==> src/gpc_pkg.sv <==
// Shared types and constants for the grid path counter.
// No dependencies; compiled first.
`default_nettype none

package gpc_pkg;

  // Configuration register layout
  localparam int CFG_W     = 4;   // width of start_row / start_col
  localparam int CFG_IDX_W = 1;
  localparam int PATH_W    = 32;  // width of the path_count field

  typedef logic [CFG_IDX_W-1:0] cfg_idx_t;
  typedef logic [CFG_W-1:0]     cfg_data_t;

  localparam cfg_idx_t REG_START_ROW = cfg_idx_t'(0);
  localparam cfg_idx_t REG_START_COL = cfg_idx_t'(1);

  // Per-cell decisions made at input transfer, carried into the compute stage
  typedef struct packed {
    logic is_start;
    logic is_origin;
    logic row0;
    logic col0;
    logic open;
  } cell_ctl_t;

endpackage

`default_nettype wire

==> src/gpc_if.sv <==
// Valid/ready stream interfaces for the cell input and the count output.
// Depends on gpc_pkg for the count field width.
`default_nettype none

interface gpc_in_if;
  logic valid;
  logic ready;
  logic cell_open;
  logic frame_start;

  modport source (output valid, output cell_open, output frame_start, input ready);
  modport sink   (input valid, input cell_open, input frame_start, output ready);
endinterface

interface gpc_out_if;
  import gpc_pkg::*;
  logic              valid;
  logic              ready;
  logic [PATH_W-1:0] path_count;
  logic              saturated;

  modport source (output valid, output path_count, output saturated, input ready);
  modport sink   (input valid, input path_count, input saturated, output ready);
endinterface

`default_nettype wire

==> src/gpc_ram.sv <==
// Generic single-write, single-read RAM with a registered read port.
// No dependencies.
`default_nettype none

module gpc_ram #(
  parameter int WIDTH = 32,
  parameter int DEPTH = 16
) (
  input  wire logic                     clk,
  input  wire logic                     we,
  input  wire logic [$clog2(DEPTH)-1:0] waddr,
  input  wire logic [WIDTH-1:0]         wdata,
  input  wire logic                     re,
  input  wire logic [$clog2(DEPTH)-1:0] raddr,
  output logic      [WIDTH-1:0]         rdata
);

  logic [WIDTH-1:0] mem [DEPTH];

  always_ff @(posedge clk) begin
    if (we) begin
      mem[waddr] <= wdata;
    end
  end

  // Read data holds while re is low
  always_ff @(posedge clk) begin
    if (re) begin
      rdata <= mem[raddr];
    end
  end

endmodule

`default_nettype wire

==> src/grid_path_count_with_obstacles.sv <==
// Top level of the grid path counter: position tracking, line buffer, saturating add.
// Depends on gpc_pkg, gpc_if (gpc_in_if, gpc_out_if) and gpc_ram.
`default_nettype none

// Counts monotone right/down paths from a configured start cell over a grid of
// ROWS x COLS cells streamed in row-major order. Every input transfer produces
// exactly one result, in order. The block sustains one cell per clock while the
// output accepts results; a cell's result is loaded into the output register
// when its compute stage advances, which a stalled output can delay. The line
// buffer's registered read feeds that stage, and the single saturating add of
// the above and left counts is combinational, ahead of the output register.
// The line buffer is a COLS-entry RAM holding the previous row; it needs no
// clearing since row 0 rewrites every column before any later row reads it.
// frame_start on a cell puts it at position (0,0). A start cell outside the
// grid gives all zeros. The user must write start_row (index 0) and start_col
// (index 1) through the cfg port only while the block is idle; the block itself
// does not enforce this.
module grid_path_count_with_obstacles #(
  parameter int ROWS       = 16,
  parameter int COLS       = 16,
  parameter int COUNT_BITS = 32
) (
  input  wire logic               clk,
  input  wire logic               rst_n,
  gpc_in_if.sink                  in_ch,
  gpc_out_if.source               out_ch,
  input  wire logic               cfg_we,
  input  wire gpc_pkg::cfg_idx_t  cfg_idx,
  input  wire gpc_pkg::cfg_data_t cfg_data
);

  import gpc_pkg::*;

  localparam int RW   = $clog2(ROWS);
  localparam int CW   = $clog2(COLS);
  localparam int CMPW = (RW > CFG_W) ? RW : CFG_W;
  localparam int HW   = (CW > CFG_W) ? CW : CFG_W;
  localparam logic [COUNT_BITS-1:0] COUNT_ONE = COUNT_BITS'(1);

  // Configuration
  cfg_data_t start_row_r, start_col_r;

  always_ff @(posedge clk) begin
    if (!rst_n) begin
      start_row_r <= '0;
      start_col_r <= '0;
    end else if (cfg_we) begin
      case (cfg_idx)
        REG_START_ROW: start_row_r <= cfg_data;
        REG_START_COL: start_col_r <= cfg_data;
        default: ;
      endcase
    end
  end

  // Handshake control
  logic s1_valid_r, s1_valid_nxt;
  logic out_valid_r, out_valid_nxt;
  logic s1_adv, in_xfer;

  assign s1_adv      = s1_valid_r && (!out_valid_r || out_ch.ready);
  assign in_ch.ready = !s1_valid_r || !out_valid_r || out_ch.ready;
  assign in_xfer     = in_ch.valid && in_ch.ready;

  // Raster position of the next cell
  logic [RW-1:0] row_r, row_nxt, r_eff;
  logic [CW-1:0] col_r, col_nxt, c_eff;

  assign r_eff = in_ch.frame_start ? '0 : row_r;
  assign c_eff = in_ch.frame_start ? '0 : col_r;

  always_comb begin
    if (c_eff == CW'(COLS - 1)) begin
      col_nxt = '0;
      row_nxt = (r_eff == RW'(ROWS - 1)) ? '0 : r_eff + RW'(1);
    end else begin
      col_nxt = c_eff + CW'(1);
      row_nxt = r_eff;
    end
  end

  always_ff @(posedge clk) begin
    if (!rst_n) begin
      row_r <= '0;
      col_r <= '0;
    end else if (in_xfer) begin
      row_r <= row_nxt;
      col_r <= col_nxt;
    end
  end

  // Cell classification at transfer
  cell_ctl_t ctl_nxt, s1_ctl_r;
  logic [CW-1:0] s1_col_r;

  always_comb begin
    ctl_nxt.is_start  = (CMPW'(r_eff) == CMPW'(start_row_r)) &&
                        (HW'(c_eff) == HW'(start_col_r));
    ctl_nxt.row0      = (r_eff == '0);
    ctl_nxt.col0      = (c_eff == '0);
    ctl_nxt.is_origin = ctl_nxt.row0 && ctl_nxt.col0;
    ctl_nxt.open      = in_ch.cell_open;
  end

  always_ff @(posedge clk) begin
    if (in_xfer) begin
      s1_ctl_r <= ctl_nxt;
      s1_col_r <= c_eff;
    end
  end

  always_comb begin
    if (in_xfer) begin
      s1_valid_nxt = 1'b1;
    end else if (s1_adv) begin
      s1_valid_nxt = 1'b0;
    end else begin
      s1_valid_nxt = s1_valid_r;
    end
  end

  // Line buffer: read the cell's column at transfer, write back on advance
  logic [COUNT_BITS-1:0] above_cnt;
  logic [COUNT_BITS-1:0] count;

  gpc_ram #(
    .WIDTH (COUNT_BITS),
    .DEPTH (COLS)
  ) u_line_buf (
    .clk   (clk),
    .we    (s1_adv),
    .waddr (s1_col_r),
    .wdata (count),
    .re    (in_xfer),
    .raddr (c_eff),
    .rdata (above_cnt)
  );

  // Count of the previous cell
  logic [COUNT_BITS-1:0] left_r;

  always_ff @(posedge clk) begin
    if (!rst_n) begin
      left_r <= '0;
    end else if (s1_adv) begin
      left_r <= count;
    end
  end

  // Saturating add and cell rule selection
  logic [COUNT_BITS:0] sum;
  logic                clip;

  assign sum = {1'b0, above_cnt} + {1'b0, left_r};

  always_comb begin
    clip = 1'b0;
    if (s1_ctl_r.is_start) begin
      count = COUNT_ONE;
    end else if (s1_ctl_r.is_origin || !s1_ctl_r.open) begin
      count = '0;
    end else if (s1_ctl_r.row0) begin
      count = left_r;
    end else if (s1_ctl_r.col0) begin
      count = above_cnt;
    end else if (sum[COUNT_BITS]) begin
      count = '1;
      clip  = 1'b1;
    end else begin
      count = sum[COUNT_BITS-1:0];
    end
  end

  // Output register
  logic [PATH_W-1:0] path_r;
  logic              sat_r;

  always_comb begin
    if (s1_adv) begin
      out_valid_nxt = 1'b1;
    end else if (out_ch.ready) begin
      out_valid_nxt = 1'b0;
    end else begin
      out_valid_nxt = out_valid_r;
    end
  end

  always_ff @(posedge clk) begin
    if (!rst_n) begin
      s1_valid_r  <= 1'b0;
      out_valid_r <= 1'b0;
    end else begin
      s1_valid_r  <= s1_valid_nxt;
      out_valid_r <= out_valid_nxt;
    end
  end

  always_ff @(posedge clk) begin
    if (s1_adv) begin
      path_r <= PATH_W'(count);
      sat_r  <= clip;
    end
  end

  assign out_ch.valid      = out_valid_r;
  assign out_ch.path_count = path_r;
  assign out_ch.saturated  = sat_r;

endmodule

`default_nettype wire
==> src/flat_wrapper.sv <==
// flat-port wrapper written by rule: the top's interface ports become plain ports
module grid_path_count_with_obstacles_flat import gpc_pkg::*;
#(
  parameter int ROWS       = 16,
  parameter int COLS       = 16,
  parameter int COUNT_BITS = 32
)
  (clk, rst_n, cfg_we, cfg_idx, cfg_data, in_ch_valid, in_ch_cell_open, in_ch_frame_start, in_ch_ready, out_ch_valid, out_ch_path_count, out_ch_saturated, out_ch_ready);
  gpc_in_if in_ch_i ();
  gpc_out_if out_ch_i ();
  input  wire logic clk;
  input  wire logic rst_n;
  input  wire logic cfg_we;
  input  wire gpc_pkg::cfg_idx_t cfg_idx;
  input  wire gpc_pkg::cfg_data_t cfg_data;
  input wire logic [$bits(in_ch_i.valid)-1:0] in_ch_valid;
  input wire logic [$bits(in_ch_i.cell_open)-1:0] in_ch_cell_open;
  input wire logic [$bits(in_ch_i.frame_start)-1:0] in_ch_frame_start;
  output wire logic [$bits(in_ch_i.ready)-1:0] in_ch_ready;
  output wire logic [$bits(out_ch_i.valid)-1:0] out_ch_valid;
  output wire logic [$bits(out_ch_i.path_count)-1:0] out_ch_path_count;
  output wire logic [$bits(out_ch_i.saturated)-1:0] out_ch_saturated;
  input wire logic [$bits(out_ch_i.ready)-1:0] out_ch_ready;
  assign in_ch_i.valid = in_ch_valid;
  assign in_ch_i.cell_open = in_ch_cell_open;
  assign in_ch_i.frame_start = in_ch_frame_start;
  assign in_ch_ready = in_ch_i.ready;
  assign out_ch_valid = out_ch_i.valid;
  assign out_ch_path_count = out_ch_i.path_count;
  assign out_ch_saturated = out_ch_i.saturated;
  assign out_ch_i.ready = out_ch_ready;
  grid_path_count_with_obstacles #(.ROWS(ROWS), .COLS(COLS), .COUNT_BITS(COUNT_BITS)) u_core (.clk(clk), .rst_n(rst_n), .in_ch(in_ch_i), .out_ch(out_ch_i), .cfg_we(cfg_we), .cfg_idx(cfg_idx), .cfg_data(cfg_data));
endmodule
==> config.mk <==
export PLATFORM = sky130hd
export DESIGN_NAME = grid_path_count_with_obstacles_flat
export DESIGN_NICKNAME = d
export VERILOG_FILES = /design/src/gpc_pkg.sv /design/src/gpc_if.sv /design/src/gpc_ram.sv /design/src/grid_path_count_with_obstacles.sv /design/src/flat_wrapper.sv
export SDC_FILE = /design/constraint.sdc
export NUM_CORES = 1
export LEC_CHECK = 0
export BUFFER_PORTS_ARGS = -buffer_cell sky130_fd_sc_hd__buf_2
export CAP_MARGIN = 15
export CORE_UTILIZATION = 50
export DETAILED_ROUTE_END_ITERATION = 12
export GPL_TIMING_DRIVEN = 0
export HOLD_SLACK_MARGIN = 0.02
export PLACE_DENSITY = 0.66
export SKIP_CTS_REPAIR_TIMING = 1
export SYNTH_ARGS = -nofsm -noshare
export SYNTH_HDL_FRONTEND = slang
export SYNTH_HIERARCHICAL = 1
export SYNTH_SLANG_ARGS = --single-unit
export TNS_END_PERCENT = 100
==> constraint.sdc <==
create_clock -name clk -period 8.9 [get_ports clk]
set_input_delay 2.67 -clock clk [delete_from_list [all_inputs] [get_ports clk]]
set_output_delay 2.67 -clock clk [all_outputs]
set_load 0.005 [all_outputs]
# Word-level counts from Yosys, hierarchy flattened

Memory sizes are Yosys's and may differ from the RTL's. A register that Yosys moved wholly into a read port is not among the register bits.
Cells that the tools add are included.

Flip-flop bits (word level): 92
Memory bits (writable): 512
Bits of input ports: 12
Output and inout bits: 35
Logic and storage cells: 59
Memories: 1

$add $sub $neg: 3
Eq/ne operators: 4
Muxes and demuxes: 17
Bitwise gates (word level): 1
Reductions and logical operators: 18

Memories:

| memory                | depth | bits a word | read ports | clocked after memory_dff | write ports | RTL line      | source |
|---|---|---|---|---|---|---|---|
| u_core.u_line_buf.mem | 16    | 32          | 1          | 1                        | 1           | gpc_ram.sv:18 | `logic [WIDTH-1:0] mem [DEPTH];` |

Operators with widths:

| kind                | count |
|---|---|
| $mux 32             | 5 |
| $add 32x32->33      | 1 |
| $mux 4              | 5 |
| $add 4x1->4 const B | 2 |
| $eq 4x4->1          | 2 |
| $eq 4x4->1 const B  | 2 |
| $logic_not 4->1     | 2 |
| $mux 1              | 7 |
| $logic_and 1x1->1   | 4 |
| $logic_or 1x1->1    | 4 |
| $reduce_and 2->1    | 2 |
| $reduce_bool 2->1   | 2 |
| $reduce_or 4->1     | 1 |
| $logic_not 1->1     | 3 |
| $not 1->1           | 1 |

# Longest topological paths before layout

Gate-level depths: netlist of the first run.

Depth after elaboration: 6
Gate-level depth with buffers: 13

# Hierarchy

Netlist of the first run, hierarchy kept.

Modules (own cells, without submodules):

| module                         | times used | cells each | area each (um^2) |
|---|---|---|---|
| gpc_ram                        | 1          | 838        | 20174.3 |
| grid_path_count_with_obstacles | 1          | 660        | 5784.3 |

# Least setup slack after synthesis of the first run

No wires, ideal clock.

Kind: input -> register
Start: in out_ch_ready
End: mem u_core.u_line_buf.mem[0][0] (enable)
Setup time: 0.461 ns
Arrival time: 6.935 ns
Required time: 8.439 ns
Setup slack: 1.504 ns
Stages on the path: 6
Path buffers: 1
Cell sequence: nor2b_1 > nand2b_1 > inv_1 > clkbuf_1 > or3b_2 > nor3_1

Word-level cells in the longest chain between the ends: 4

RTL lines:

| what                         | RTL line                             | source |
|---|---|---|
| start, declared              | flat_wrapper.sv:23                   | `input wire logic [$bits(out_ch_i.ready)-1:0] out_ch_ready;` |
| $logic_or 1x1->1             | grid_path_count_with_obstacles.sv:61 | `assign s1_adv = s1_valid_r && (!out_valid_r \|\| out_ch.ready);` |
| $logic_and 1x1->1            | grid_path_count_with_obstacles.sv:61 |  |
| $mux 1                       | gpc_ram.sv:21                        | `if (we) begin` |
| $mux 1 (not written as such) | gpc_ram.sv:22                        | `mem[waddr] <= wdata;` |
| end, declared                | gpc_ram.sv:18                        |  |

Every way passes these cells.

# Worst setup path in the final report of the first run

Start: in out_ch_ready
End: out in_ch_ready

Word-level cells in the longest chain between the ends: 1

RTL lines:

| what             | RTL line                             | source |
|---|---|---|
| $logic_or 1x1->1 | grid_path_count_with_obstacles.sv:62 | `assign in_ch.ready = !s1_valid_r \|\| !out_valid_r \|\| out_ch.ready;` |
| end, declared    | flat_wrapper.sv:19                   | `output wire logic [$bits(in_ch_i.ready)-1:0] in_ch_ready;` |

Every way passes these cells.

==> results of run 1 <==
metal layers:
layer / global-route usage, % / share of wire [%] / vias up
li1: - / - / 6362
met1: 35.4 / 43 / 7716
met2: 38.4 / 47 / 508
met3: 4.12 / 6.1 / 114
met4: 8.28 / 3.1 / 2
met5: 0 / 0.014 / -
critical path: cells and delay by family:
| family | cells | cell delay [ns] |
|---|---|---|
| simple gates | 2 | 0.29 |
| buf+inv | 2 | 0.23 |
sequential cells by signal (all words and copies together), names as in the netlist:
| signal | cells |
|---|---|
| u_core/row_r | 4 |
| u_core/col_r | 4 |
| u_core/out_ch.valid | 1 |
| u_core/s1_ctl_r | 5 |
| u_core/out_ch.path_count | 32 |
| u_core/left_r | 32 |
| u_core/out_ch.saturated | 1 |
| u_core/u_line_buf/mem | 512 |
| u_core/start_col_r | 4 |
| u_core/s1_valid_r | 1 |
| u_core/start_row_r | 4 |
| u_core/s1_col_r | 4 |
| u_core/u_line_buf/rdata | 32 |
Yosys cell counts, drive strengths merged, types with 4 or more instances:
cell	n
o21ai	61
a211oi	4
a21o	20
clkbuf	47
nor3	14
edfxtp	586
xor2	8
nand3	19
nand4	4
nor2b	18
a21oi	45
nand2	107
and3	8
nor3b	5
o22ai	10
dfxtp	50
o21a	10
nand2b	13
mux4	128
a32oi	4
nor2	62
o221ai	9
a21boi	9
buf	30
or3	5
inv	21
mux2i	4
o211ai	5
and2	12
a31oi	5
xnor2	26
a22oi	67
o31ai	6
ha	36
final cells by class:
type	count	area, sq um
inverter	21	78.8
multi-input combinational	764	7060
fill	3906	21400
buffer	77	358
tap	680	851
sequential	636	18600
clock buffer	88	1880
clock inverter	31	273
timing repair buffer	90	783
metrics by stage:
step | hold slack, ns | setup slack [ns] | setup TNS, ns | instances
floorplan | 0.447 | 1.50 | 0 | 1498
global placement | 0.463 | -3.06 | -800.48 | 2223
detailed placement | 0.475 | 2.59 | 0 | 2259
CTS | 0.484 | 3.04 | 0 | 2378
global route | 0.490 | 3.00 | 0 | 2387
finish | 0.483 | 3.04 | 0 | 2387
kinds of logic (layout without fill, tap and decap cells):
kind of cell / Yosys count / in the layout / synth area share (%)
AND/OR/NAND/NOR: 277 / 277 / 5.02
adder cells (fa/ha/maj): 37 / 37 / 1.81
XOR/XNOR: 34 / 34 / 1.15
AO/OA/AOI/OAI: 284 / 284 / 7.45
buffers and inverters: 98 / 307 / 1.67
flip-flops: 636 / 636 / 71.6
multiplexers: 132 / 132 / 11.3
power by group:
part           switching [W]  total, W  internal (W)
registers          0.0000198   0.00329       0.00327
logic               0.000158  0.000256     0.0000982
clock network        0.00113   0.00273       0.00160
worst paths after layout:
kind | startpoint | to
setup / recovery | out_ch_ready | in_ch_ready
hold / removal | u_core/start_col_r[0] | u_core/start_col_r[0]
setup reg to reg | u_core/u_line_buf/rdata[0] | u_core/u_line_buf/mem[11][0]
hold reg to reg | u_core/start_col_r[0] | u_core/start_col_r[0]
==> impl_metrics.env, run 1 <==
export IMPL_ys_seq_area_share_pct=71.6
export IMPL_dieArea_sq_mm=0.0528
export IMPL_fin_crit_sh_pct=65.8
export IMPL_worstSetupEndpointType="primary output"
export IMPL_mostFrequentLayoutCells="edfxtp_1, mux4_2, nand2_1"
export IMPL_antenna_found_initial=2
export IMPL_power_density_mw_per_mm2=210
export IMPL_cts_tree="built"
export IMPL_drc=0
export IMPL_coreArea_sq_mm=0.0513
export IMPL_fin_util_pct=58.2
export IMPL_critPathKind="input pin to primary output"
export IMPL_fin_total_pwr_w=0.00627
export IMPL_place_congestion=0.904
export IMPL_hpwl_microns=42100
export IMPL_path_common_cell="buf_2"
export IMPL_ys_flop_type="edfxtp_1"
export IMPL_rr_worst_depth=13
export IMPL_nNetsFinal=1706
export IMPL_synth_area_leaders="edfxtp_1, mux4_2, dfxtp_1"
export IMPL_max_freq_mhz=171
export IMPL_whs_path_depth=2
export IMPL_grt_setup_unrepaired="no"
export IMPL_track_usage_pct=24.6
export IMPL_grt_max_degree=47
export IMPL_slowest_delay_ns=0.19
export IMPL_slew_limit_headroom_pct=22.7
export IMPL_insertion_delay_ns=0.61
export IMPL_worst_pin_slew_ns=1.15
export IMPL_syn_avg_cell_area_sq_um=17.3
export IMPL_finalSetupViolCount=0
export IMPL_cts_buffer_depth=3
export IMPL_cp_data_required_time_ns=6.23
export IMPL_grt_pass1_wl_microns=94400
export IMPL_cp_cell_sequence="buf_2, nor2b_1, nand2_1, buf_2"
export IMPL_irDropWorstVdd_uv=179
export IMPL_initial_core_util_pct=50.6
export IMPL_fin_crit_ns=5.86
export IMPL_num_rows=83
export IMPL_worstPathArrival_ns=3.19
export IMPL_max_cap_viol_count=0
export IMPL_hold_violations=0
export IMPL_overflow=0
export IMPL_die_h_microns=230
export IMPL_netlist_area_leader_share_pct=67.8
export IMPL_synth_edff_count=586
export IMPL_final_cell_area_sq_mm=0.0299
export IMPL_port_buffers=45
export IMPL_netlist_instances=1498
export IMPL_fin_skew_ns=0.0325
export IMPL_cts_made_buffers=67
export IMPL_syn_nets=1547
export IMPL_cts_root_buf="clkbuf_16"
export IMPL_crit_slowest_cell="nor2b_1"
export IMPL_ant_nets=0
export IMPL_syn_to_final_growth_pct=15.1
export IMPL_antennaDiodeCount=0
export IMPL_wl_microns=64000
export IMPL_drtPass1Iterations=7
export IMPL_status="completed"
export IMPL_hp_class="flop to flop"
export IMPL_viasPerCell=6.16
export IMPL_path_clk_slew_ns=0.06
export IMPL_wl_per_cell_microns=26.8
export IMPL_final_common_cell="edfxtp_1"
export IMPL_grt_pass1_vias=14471
export IMPL_htreeDepth=3
export IMPL_yosys_area_top_type="edfxtp_1"
export IMPL_num_io_pins=47
export IMPL_placed_area_sq_mm=0.0277
export IMPL_finalMaxSlewViolations=0
export IMPL_cp_start_kind="input pin"
export IMPL_cts_sinks=636
export IMPL_die_x_microns=230
export IMPL_drtIter0Drc=1348
export IMPL_synth_area_sq_mm=0.0260
export IMPL_leakagePower_nw=10.2
export IMPL_synth_seq_cells=636
export IMPL_async_flop_share_pct=0
export IMPL_path_max_fanout=4
export IMPL_drive_gt1_share_pct=21.7
export IMPL_num_vias=14702
export IMPL_synthDistinctLibCells=65
export IMPL_ff2ff_setup_slack_ns=4.29
export IMPL_yosys_warnings=6
Power figures use the tool's default switching activity.
==> run 2, diff against run 1 <==
--- a/config.mk
+++ b/config.mk
@@ -5,13 +5,14 @@
 export SDC_FILE = /design/constraint.sdc
 export NUM_CORES = 1
 export LEC_CHECK = 0
+export ABC_AREA = 1
 export BUFFER_PORTS_ARGS = -buffer_cell sky130_fd_sc_hd__buf_2
 export CAP_MARGIN = 15
 export CORE_UTILIZATION = 50
 export DETAILED_ROUTE_END_ITERATION = 12
 export GPL_TIMING_DRIVEN = 0
 export HOLD_SLACK_MARGIN = 0.02
-export PLACE_DENSITY = 0.66
+export PLACE_DENSITY = 0.68
 export SKIP_CTS_REPAIR_TIMING = 1
 export SYNTH_ARGS = -nofsm -noshare
 export SYNTH_HDL_FRONTEND = slang
==> constraint.sdc (replaced) <==
create_clock -name clk -period 4.85 [get_ports clk]
set_input_delay 1.455 -clock clk [delete_from_list [all_inputs] [get_ports clk]]
set_output_delay 1.455 -clock clk [all_outputs]
set_load 0.005 [all_outputs]
==> run 2 against run 1 <==
Net effect:
- the flow now finishes with violations (DRC)
- first-iteration DRC count up 74%
- final cell count up 74%
- synthesized cell count up 110%
- utilization down 1.1 points
- non-clock buffer count is 26 higher
- setup slack worse by 2.1 ns
==> impl_metrics.env, run 2 <==
export IMPL_wl_per_cell_microns=19.8
export IMPL_netlist_instances=3186
export IMPL_fin_crit_sh_pct=81.3
export IMPL_holdWs_ns=0.477
export IMPL_num_rows=89
export IMPL_synth_area_sq_mm=0.0300
export IMPL_final_common_cell="nand2_1"
export IMPL_syn_avg_cell_area_sq_um=9.40
export IMPL_yosys_warnings=6
export IMPL_wl_microns=82200
export IMPL_clockPowerShare_pct=40.6
export IMPL_cts_buffer_depth=3
export IMPL_async_flop_share_pct=0
export IMPL_grt_pass1_vias=20403
export IMPL_fin_total_pwr_w=0.0122
export IMPL_tns_ns=0
export IMPL_grt_setup_unrepaired="no"
export IMPL_insertion_delay_ns=0.61
export IMPL_max_cap_viol_count=0
export IMPL_viasPerCell=5.26
export IMPL_largest_reg_flops=512
export IMPL_p_comb_share_pct=9.2
export IMPL_ys_top_cells_by_count="nand2_1, inv_1, edfxtp_1, nand3_1, nor2_1"
export IMPL_power_switching_share_pct=24.1
export IMPL_antennaDiodeCount=0
export IMPL_synth_seq_cells=636
export IMPL_synthSimpleGateAreaFrac_pct=22.1
export IMPL_fin_crit_ns=3.94
export IMPL_initial_core_util_pct=50.7
export IMPL_drive_gt1_share_pct=8.63
export IMPL_syn_to_final_growth_pct=12.8
export IMPL_slew_limit_headroom_pct=28.6
export IMPL_grt_busiest_layer="met2"
export IMPL_synthAdderAreaFrac_pct=1.57
export IMPL_mostFrequentLayoutCells="nand2_1, inv_1, edfxtp_1"
export IMPL_track_usage_pct=27.6
export IMPL_cts_tree="built"
export IMPL_worstPathArrival_ns=4.24
export IMPL_synthDistinctLibCells=43
export IMPL_synth_compound_area_share_pct=3.09
export IMPL_critPathKind="input pin to flop"
export IMPL_nNetsFinal=3368
export IMPL_fin_skew_ns=0.0246
export IMPL_ys_flop_type="edfxtp_1"
export IMPL_dieArea_sq_mm=0.0609
export IMPL_yosys_cell_count_top_type="nand2_1"
export IMPL_coreArea_sq_mm=0.0591
export IMPL_syn_nets=3235
export IMPL_cts_root_buf="clkbuf_16"
export IMPL_drc=4
export IMPL_cts_sinks=636
export IMPL_sequentialPowerShare_pct=50.2
export IMPL_status="finished with violations"
export IMPL_path_max_fanout=46
export IMPL_regMostFlops="u_core/u_line_buf/mem"
export IMPL_num_vias=21789
export IMPL_drtPass1Iterations=9
export IMPL_drtIter0Drc=2348
export IMPL_cts_made_buffers=68
export IMPL_overflow=0
export IMPL_die_h_microns=247
export IMPL_p_int_w=0.00927
export IMPL_hp_class="flop to flop"
export IMPL_cp_data_required_time_ns=5.14
export IMPL_synth_xor_area_share_pct=0.760
export IMPL_port_buffers=46
export IMPL_grt_met1_usage_pct=37.8
export IMPL_power_density_mw_per_mm2=362
export IMPL_htreeDepth=3
export IMPL_die_x_microns=247
export IMPL_finalSetupViolCount=0
export IMPL_worstSetupEndpointType="flop"
export IMPL_hpwl_microns=56100
export IMPL_fin_util_pct=57.1
export IMPL_antenna_found_initial=0
export IMPL_netlist_area_leader_share_pct=58.7
export IMPL_ys_seq_area_share_pct=62.1
export IMPL_synth_area_leaders="edfxtp_1, nand2_1, inv_1"
export IMPL_max_freq_mhz=254
export IMPL_irDropWorstVdd_uv=253
export IMPL_cp_start_kind="input pin"
export IMPL_yosys_area_top_type="edfxtp_1"
export IMPL_worst_pin_slew_ns=1.07
export IMPL_num_io_pins=47
export IMPL_violations="DRC"
export IMPL_leakagePower_nw=15.3
export IMPL_hold_violations=0
export IMPL_grtUsageMet2_pct=44.5
export IMPL_grt_pass1_wl_microns=124000
export IMPL_muxShareOfSynthArea_pct=0
export IMPL_synth_edff_count=586
export IMPL_ant_nets=0
export IMPL_synth_top_family_by_area="simple AND/OR/NAND/NOR gates"
export IMPL_finalMaxSlewViolations=0
export IMPL_path_clk_slew_ns=0.05
export IMPL_use_met3_pct=4.16
export IMPL_place_congestion=0.931
export IMPL_p_switching_w=0.00294
export IMPL_grt_max_degree=47
[run 2: per-layer routing]
metal / share of wire [%] / vias up
li1: - / 10480
met1: 41 / 10168
met2: 47 / 976
met3: 8.7 / 165
met4: 3.1 / 0
met5: 0 / -
[run 2: path summary, 6_finish.rpt]
path / slack, ns / end / startpoint / depth (start not counted)
setup / recovery: 0.91 / u_core/u_line_buf/mem[2][11] / out_ch_ready / 9
hold / removal: 0.48 / u_core/row_r[2] / u_core/row_r[2] / 2
setup reg to reg: 1.44 / u_core/u_line_buf/mem[12][31] / u_core/u_line_buf/rdata[0] / 16
hold reg to reg: 0.48 / u_core/row_r[2] / u_core/row_r[2] / 2
[run 2: metrics by stage]
step           worst slack [ns]  area (sq um)  cells
3_5_place_dp              0.274         31700   4022
4_1_cts                   0.890         33800   4146
6_report                  0.907         33800   4146
5_1_grt                   0.787         33800   4146
3_3_place_gp              -3.48         31200   4005
2_1_floorplan            -0.270         30000   3186
[run 2: area by class of cell]
class | count | area [sq um]
Clock buffer | 90 | 1850
Clock inverter | 34 | 265
Sequential cell | 636 | 18600
Tap cell | 773 | 967
Multi-Input combinational cell | 1809 | 8360
Fill cell | 4988 | 25300
Inverter | 611 | 2300
Buffer | 130 | 837
Timing Repair Buffer | 63 | 616
[run 2: kinds of logic after synthesis]
kind of cell,count (synthesis)
AND/OR/NAND/NOR,1575
adder cells (fa/ha/maj),37
XOR/XNOR,26
AO/OA/AOI/OAI,171
flip-flops,636
buffers and inverters,741
[run 2: power groups by stage]
stage | logic [W] | clock network (W) | registers [W]
floorplan | 0.000742 | 0 | 0.00623
global placement | 0.00108 | 0 | 0.00625
detailed placement | 0.00111 | 0 | 0.00624
CTS | 0.00112 | 0.00504 | 0.00613
global route | 0.00124 | 0.00525 | 0.00614
finish | 0.00113 | 0.00496 | 0.00613
[run 2: worst max-delay path, stage by stage]
cell,delay [ns]
buf_2,0.07
inv_1,0.03
nand2_1,0.08
nand2_1,0.12
clkinv_1,0.24
clkbuf_4,0.76
nand2_1,0.44
nor2_4,0.73
buf_16,0.24
